==> src/sv/rpsc_pkg.sv <==
`default_nettype none
package rpsc_pkg;

    localparam int MAX_STAGES = 24;
    localparam int RANGE_W    = 48;
    localparam int CW         = 34;   // CORDIC datapath width, Q2.30 plus headroom
    localparam int MAG_W      = 33;

    localparam logic signed [CW-1:0] CORDIC_GAIN = 34'sd652032874;
    localparam logic signed [CW-1:0] QUARTER     = 34'sd1073741824;
    localparam logic signed [CW-1:0] HALF        = 34'sd2147483648;

    localparam logic [31:0] ATAN_TURNS [MAX_STAGES] = '{
        32'h20000000, 32'h12E4051E, 32'h09FB385B, 32'h051111D4, 32'h028B0D43, 32'h0145D7E1,
        32'h00A2F61E, 32'h00517C55, 32'h0028BE53, 32'h00145F2F, 32'h000A2F98, 32'h000517CC,
        32'h00028BE6, 32'h000145F3, 32'h0000A2FA, 32'h0000517D, 32'h000028BE, 32'h0000145F,
        32'h00000A30, 32'h00000518, 32'h0000028C, 32'h00000146, 32'h000000A3, 32'h00000051
    };

    typedef enum logic [3:0] {
        REG_RANGE_STEP = 4'd0,
        REG_AZ_START   = 4'd1,
        REG_AZ_STEP    = 4'd2,
        REG_EL_START   = 4'd3,
        REG_EL_STEP    = 4'd4,
        REG_MAX_RANGE  = 4'd5,
        REG_HORIZ_SCALE = 4'd6,
        REG_VERT_SCALE = 4'd7
    } cfg_reg_t;

    typedef struct packed {
        logic signed [CW-1:0] x;
        logic signed [CW-1:0] y;
        logic signed [CW-1:0] z;
        logic                 flip;
    } ang_t;

    typedef struct packed {
        logic [RANGE_W-1:0] r;
        logic               in_range;
        logic [31:0]        ox;
        logic [31:0]        oy;
        logic [31:0]        oz;
        logic [15:0]        amp;
        logic               last;
    } side_t;

    typedef struct packed {
        ang_t  az;
        ang_t  el;
        side_t side;
    } cell_t;

    // fold a 16-bit angle into -90..+90 degrees, start vector at CORDIC gain
    function automatic ang_t fold(input logic [15:0] a);
        ang_t                 res;
        logic signed [CW-1:0] z;
        z = {{2{a[15]}}, a, 16'h0000};
        res.x    = CORDIC_GAIN;
        res.y    = '0;
        res.flip = 1'b0;
        if (z > QUARTER)
        begin
            z        = z - HALF;
            res.flip = 1'b1;
        end
        else if (z < -QUARTER)
        begin
            z        = z + HALF;
            res.flip = 1'b1;
        end
        res.z = z;
        return res;
    endfunction

    function automatic ang_t rotate(input ang_t a, input int idx);
        ang_t                 res;
        logic signed [CW-1:0] xv;
        logic signed [CW-1:0] yv;
        logic signed [CW-1:0] dx;
        logic signed [CW-1:0] dy;
        logic signed [CW-1:0] at;
        xv = a.x;
        yv = a.y;
        dx = yv >>> idx;
        dy = xv >>> idx;
        at = {2'b00, ATAN_TURNS[idx]};
        res.flip = a.flip;
        if (!a.z[CW-1])
        begin
            res.x = xv - dx;
            res.y = yv + dy;
            res.z = a.z - at;
        end
        else
        begin
            res.x = xv + dx;
            res.y = yv - dy;
            res.z = a.z + at;
        end
        return res;
    endfunction

    function automatic logic [MAG_W-1:0] mag(input logic signed [CW-1:0] v);
        logic [CW-1:0] u;
        u = v[CW-1] ? (~v + 1'b1) : v;
        return u[MAG_W-1:0];
    endfunction

endpackage
`default_nettype wire

==> src/sv/rpsc_front.sv <==
`default_nettype none
module rpsc_front
    import rpsc_pkg::*;
#(
    parameter int ANGLE_BITS = 16
)
(
    input  wire logic        clk,
    input  wire logic        rst_n,
    input  wire logic        in_valid,
    output logic             in_ready,
    input  wire logic [15:0] range_bin,
    input  wire logic [15:0] azimuth_bin,
    input  wire logic [15:0] elevation_bin,
    input  wire logic [15:0] amplitude,
    input  wire logic [31:0] origin_x,
    input  wire logic [31:0] origin_y,
    input  wire logic [31:0] origin_z,
    input  wire logic        last_point,
    input  wire logic [31:0] range_step,
    input  wire logic [15:0] azimuth_start,
    input  wire logic [15:0] azimuth_step,
    input  wire logic [15:0] elevation_start,
    input  wire logic [15:0] elevation_step,
    input  wire logic [RANGE_W-1:0] max_range,
    output logic             out_valid,
    input  wire logic        out_ready,
    output cell_t            out_item
);

    localparam int KEEP = (ANGLE_BITS < 1) ? 1 : ((ANGLE_BITS < 16) ? ANGLE_BITS : 16);
    localparam logic [15:0] ANG_MASK = 16'hFFFF << (16 - KEEP);

    logic        v0_reg, v1_reg;
    logic        adv0, adv1;
    side_t       side0_reg, side0_next;
    logic [15:0] az0_reg, az0_next, el0_reg, el0_next;
    cell_t       item1_reg, item1_next;
    logic [31:0] az_prod, el_prod;

    assign adv1     = !v1_reg || out_ready;
    assign adv0     = !v0_reg || adv1;
    assign in_ready = adv0;
    assign out_valid = v1_reg;
    assign out_item  = item1_reg;

    always_comb
    begin
        az_prod = azimuth_bin * azimuth_step;
        el_prod = elevation_bin * elevation_step;
        az0_next = (azimuth_start + az_prod[15:0]) & ANG_MASK;
        el0_next = (elevation_start + el_prod[15:0]) & ANG_MASK;
        side0_next.r        = range_bin * range_step;
        side0_next.in_range = 1'b0;
        side0_next.ox       = origin_x;
        side0_next.oy       = origin_y;
        side0_next.oz       = origin_z;
        side0_next.amp      = amplitude;
        side0_next.last     = last_point;

        item1_next                = '0;
        item1_next.az             = fold(az0_reg);
        item1_next.el             = fold(el0_reg);
        item1_next.side           = side0_reg;
        item1_next.side.in_range  = (side0_reg.r <= max_range);
    end

    always_ff @(posedge clk or negedge rst_n)
    begin
        if (!rst_n)
        begin
            v0_reg <= 1'b0;
            v1_reg <= 1'b0;
        end
        else
        begin
            if (adv0)
            begin
                v0_reg <= in_valid;
            end
            if (adv1)
            begin
                v1_reg <= v0_reg;
            end
        end
    end

    always_ff @(posedge clk)
    begin
        if (adv0 && in_valid)
        begin
            side0_reg <= side0_next;
            az0_reg   <= az0_next;
            el0_reg   <= el0_next;
        end
        if (adv1 && v0_reg)
        begin
            item1_reg <= item1_next;
        end
    end

endmodule
`default_nettype wire

==> config.mk <==
export PLATFORM = sky130hd
export DESIGN_NAME = rpsc_front
export DESIGN_NICKNAME = d
export VERILOG_FILES = /design/src/sv/rpsc_pkg.sv /design/src/sv/rpsc_front.sv
export SDC_FILE = /design/constraint.sdc
export NUM_CORES = 2
export LEC_CHECK = 0
export BUFFER_PORTS_ARGS = -buffer_cell sky130_fd_sc_hd__clkbuf_2
export CAP_MARGIN = 20
export CORE_MARGIN = 2
export CORE_UTILIZATION = 34
export CTS_CLUSTER_SIZE = 16
export DETAILED_ROUTE_END_ITERATION = 12
export GPL_TIMING_DRIVEN = 0
export PLACE_DENSITY = 0.51
export SYNTH_ARGS = -nofsm -noshare
export SYNTH_HDL_FRONTEND = slang
export SYNTH_SLANG_ARGS = --single-unit
export TNS_END_PERCENT = 100
==> constraint.sdc <==
create_clock -name clk -period 8 [get_ports clk]
set_input_delay 1.6 -clock clk [delete_from_list [all_inputs] [get_ports clk]]
set_output_delay 1.6 -clock clk [all_outputs]
set_load 0.005 [all_outputs]
==> results_dict.tcl <==
set metrics [dict create \
    outcome "complete, no violations" \
    synth_compound_gate_area_share 0.0373 \
    area_inside_the_core_boundary_um2 114000 \
    grt_setup_unrepaired "no" \
    tritoncts_buffers 46 \
    avgRoutedWirePerCell_um 18.6 \
    combinational_family_with_the_most_area_after_synthesis "adder cells" \
    multi_input_area_um2 23400 \
    drt_first_pass_iters 5 \
    p_int_mw 11.3 \
    ys_warn_count 0 \
    fin_setup_tns_ns 0 \
    synth-async-reset-ratio 0.00509 \
    row_count 124 \
    global_route.overflow_total 0 \
    synth_simple_gate_area_share 0.119 \
    worstSetupPathType "in2reg" \
    number_of_synthesized_flops_with_an_enable_pin 391 \
    netlist_instances 3646 \
    io-pin-count 679 \
    clk_transition_reported_paths_ns 0.06 \
    ys_seq_area_frac 0.300 \
    worst_ep_arrival_time_ns 8.04 \
    largest_reg_flops 198 \
    critical_path.startpoint_type "input pin" \
    detailroute.via_count 26502 \
    fmax_ghz 0.129 \
    drt_iter0_drc 1408 \
    syn_std_cell_area_um2 39200 \
    finalCriticalPeriod_ns 7.73 \
    cts_num_sinks 393 \
    share_of_power_burned_in_combinational_logic 0.736 \
    worst_slew_pin_slew_ns 1.21 \
    post-route-period-util 0.966 \
    grt_start_max_net_pins 65 \
    max-slew-margin-rel 0.188 \
    fin_util 0.402 \
    avgSynthCellArea_um2 10.8 \
    drc 0 \
    floorplan.initialDensity 0.343 \
    largest_cells_by_area_after_synthesis "fa_1, edfxtp_1, ha_1" \
    maxcap_viol_count 0 \
    cp_data_required_time_ns 8.31 \
    setup_viol 0 \
    ctsHtreeMaxLevel 2 \
    yosys.area_share.xor_xnor 0.0277 \
    total_switching_power_mw 10.8 \
    post_synth_fa_ha_maj_area_fraction 0.396 \
    hold_violations 0 \
    postRouteAntennaNets 0 \
    port_buffers 504 \
    worst_clock_skew_ns 0.0201 \
    drive_above_1_share 0.187 \
    synth_top_cell_area_share 0.309 \
    p_sw_frac 0.488 \
    cts-root-buf "clkbuf_16" \
    layout_commonest_cell "inv_1" \
    postLayoutCellArea_um2 46000 \
    yosysTopAreaCell "fa_1" \
    chipWidth_um 344 \
    ir_drop_v 0.000742 \
    post_drt_via_cell_ratio 4.48 \
    hold_path.class "reg2reg" \
    power.share.sequential 0.170 \
    portion_of_total_power_attributed_to_the_clock_network 0.094 \
    detailed_place_hpwl_mm 94.1 \
    regArea_um2 11800 \
    tritoncts "yes" \
    final-max-slew-violation-count 0 \
    p_per_area_nw_per_um2 479 \
    clk_latency_ns 0.58 \
    postPlaceCellArea_um2 44400 \
    cts_hold_buffers 0 \
    most-common-layout-cells "inv_1, fa_1, clkbuf_2" \
    leakage_nw 22.1 \
    clk_path_buf_depth 3 \
    grt_first_pass_wirelength_mm 164 \
    route.final.wire_length_mm 110 \
    critical_path.endpoint_type "register" \
    netlist-cell-type-count 67 \
    initial_antenna_violation_count 16 \
    synth_ff_type "edfxtp_1" \
    mux_contribution_to_synthesized_area 0.000510 \
    design.die.area_um2 118000 \
    gr-usage-all-layers 0.187 \
    fin_worst_hold_slack_ns 0.402 \
    vertical_extent_of_the_die_um 344 \
    via_count_of_the_first_global_routing_pass 27172 \
    flow.area_growth_from_synthesis_pct 17.2 \
    critical_path_peak_fanout 10 \
    fillCellCount 11393 \
    nets 5554 \
    postSynthRegisterBits 393 \
    place_congestion 0.895 \
]
## stage by stage
stage / setup slack (ns) / std cells / power [mW]
2_1_floorplan: 0.714 / 3812 / 15.5
3_3_place_gp: -1.58 / 5828 / 19.9
3_5_place_dp: -0.637 / 5834 / 19.9
4_1_cts: 0.0315 / 5914 / 22.1
5_1_grt: 0.0288 / 5914 / 24.4
6_report: 0.274 / 5914 / 22.0
## critical path, cell delays in order
cell	delay [ns]
clkbuf_2	0.12
clkbuf_1	0.60
nand2_1	0.16
fa_1	0.52
fa_1	0.55
inv_1	0.07
fa_1	0.52
fa_1	0.44
fa_1	0.49
inv_1	0.05
fa_1	0.47
inv_1	0.04
ha_1	0.35
nand4_1	0.17
a211oi_2	0.26
a21oi_4	0.13
o311ai_1	0.41
a311oi_1	0.24
nand2b_4	0.22
o311ai_1	0.34
a21boi_1	0.15
xnor2_1	0.16
## Yosys cell counts, types with 3 or more instances
cell and count:
a211oi_1 8, a211oi_2 3, a21boi_0 5, a21boi_1 3, a21o_1 30, a21oi_1 62, a21oi_2 3, a221o_1 3
a31oi_1 4, and2_1 335, and3_1 5, buf_4 170, clkbuf_1 118, edfxtp_1 391, fa_1 606, ha_1 272
inv_1 781, nand2_1 500, nand2b_1 9, nand3_1 17, nand4_1 19, nor2_1 40, nor2b_1 10, nor3_1 9
nor4_1 7, o2111ai_1 4, o211ai_1 6, o21a_1 8, o21ai_0 34, o21ai_1 5, o21bai_1 6, o31ai_1 3
xnor2_1 94, xor2_1 30
## cell families after synthesis
| logic type | Yosys count |
|---|---|
| XOR/XNOR | 124 |
| buffers and inverters | 1071 |
| other | 2 |
| adder cells (fa/ha/maj) | 878 |
| multiplexers | 2 |
| AND/OR/NAND/NOR | 964 |
| AO/OA/AOI/OAI | 212 |
| flip-flops | 393 |
## path summary, 6_finish.rpt
kind	from	slack [ns]	depth (start not counted)	to
min	item1_next[57]$_DFFE_PP_	0.40	0	out_item[57]$_DFFE_PP_
min reg2reg	item1_next[57]$_DFFE_PP_	0.40	0	out_item[57]$_DFFE_PP_
min in group asynchronous	rst_n	0.80	1	v0_reg$_DFFE_PN0N_
max reg2reg	item1_next[139]$_DFFE_PP_	4.44	9	out_item[113]$_DFFE_PP_
max	range_bin[14]	0.27	22	item1_next[153]$_DFFE_PP_
max in group asynchronous	rst_n	7.10	1	out_valid$_DFFE_PN0P_
## layout make-up
class / instances / area share
multi-input cells: 2348 / 0.509
flip-flops and latches: 393 / 0.256
inverters: 781 / 0.0637
repair buffers: 511 / 0.0584
well taps: 1512 / 0.0411
plain buffers: 286 / 0.0386
clock buffers: 51 / 0.0254
clock inverters: 29 / 0.00694
diodes: 3 / 0.000163
## layer usage
metal  routed length (µm)  global-route usage  vias up
met1                45600               0.243    13154
met5                   81                   0        -
met4                 3910              0.0634       12
met2                51600               0.307      867
met3                 9090              0.0439      182
li1                     -                   -    12287
## repair_timing
item	4_1_cts	5_1_grt
pin swaps	0	1
setup buffers	0	1
gates resized for setup	2	100
endpoints found under the setup margin	1	10
## power groups by stage
stage	logic, mW	registers, mW	clock network, mW
after floorplan	11.8	3.72	0
after detailed placement	16.1	3.78	0
final	16.2	3.74	2.07
after global routing	18.4	3.78	2.22
after global placement	16.0	3.83	0
after CTS	16.2	3.75	2.14
Note: power is estimated with default switching activity, not from simulation.
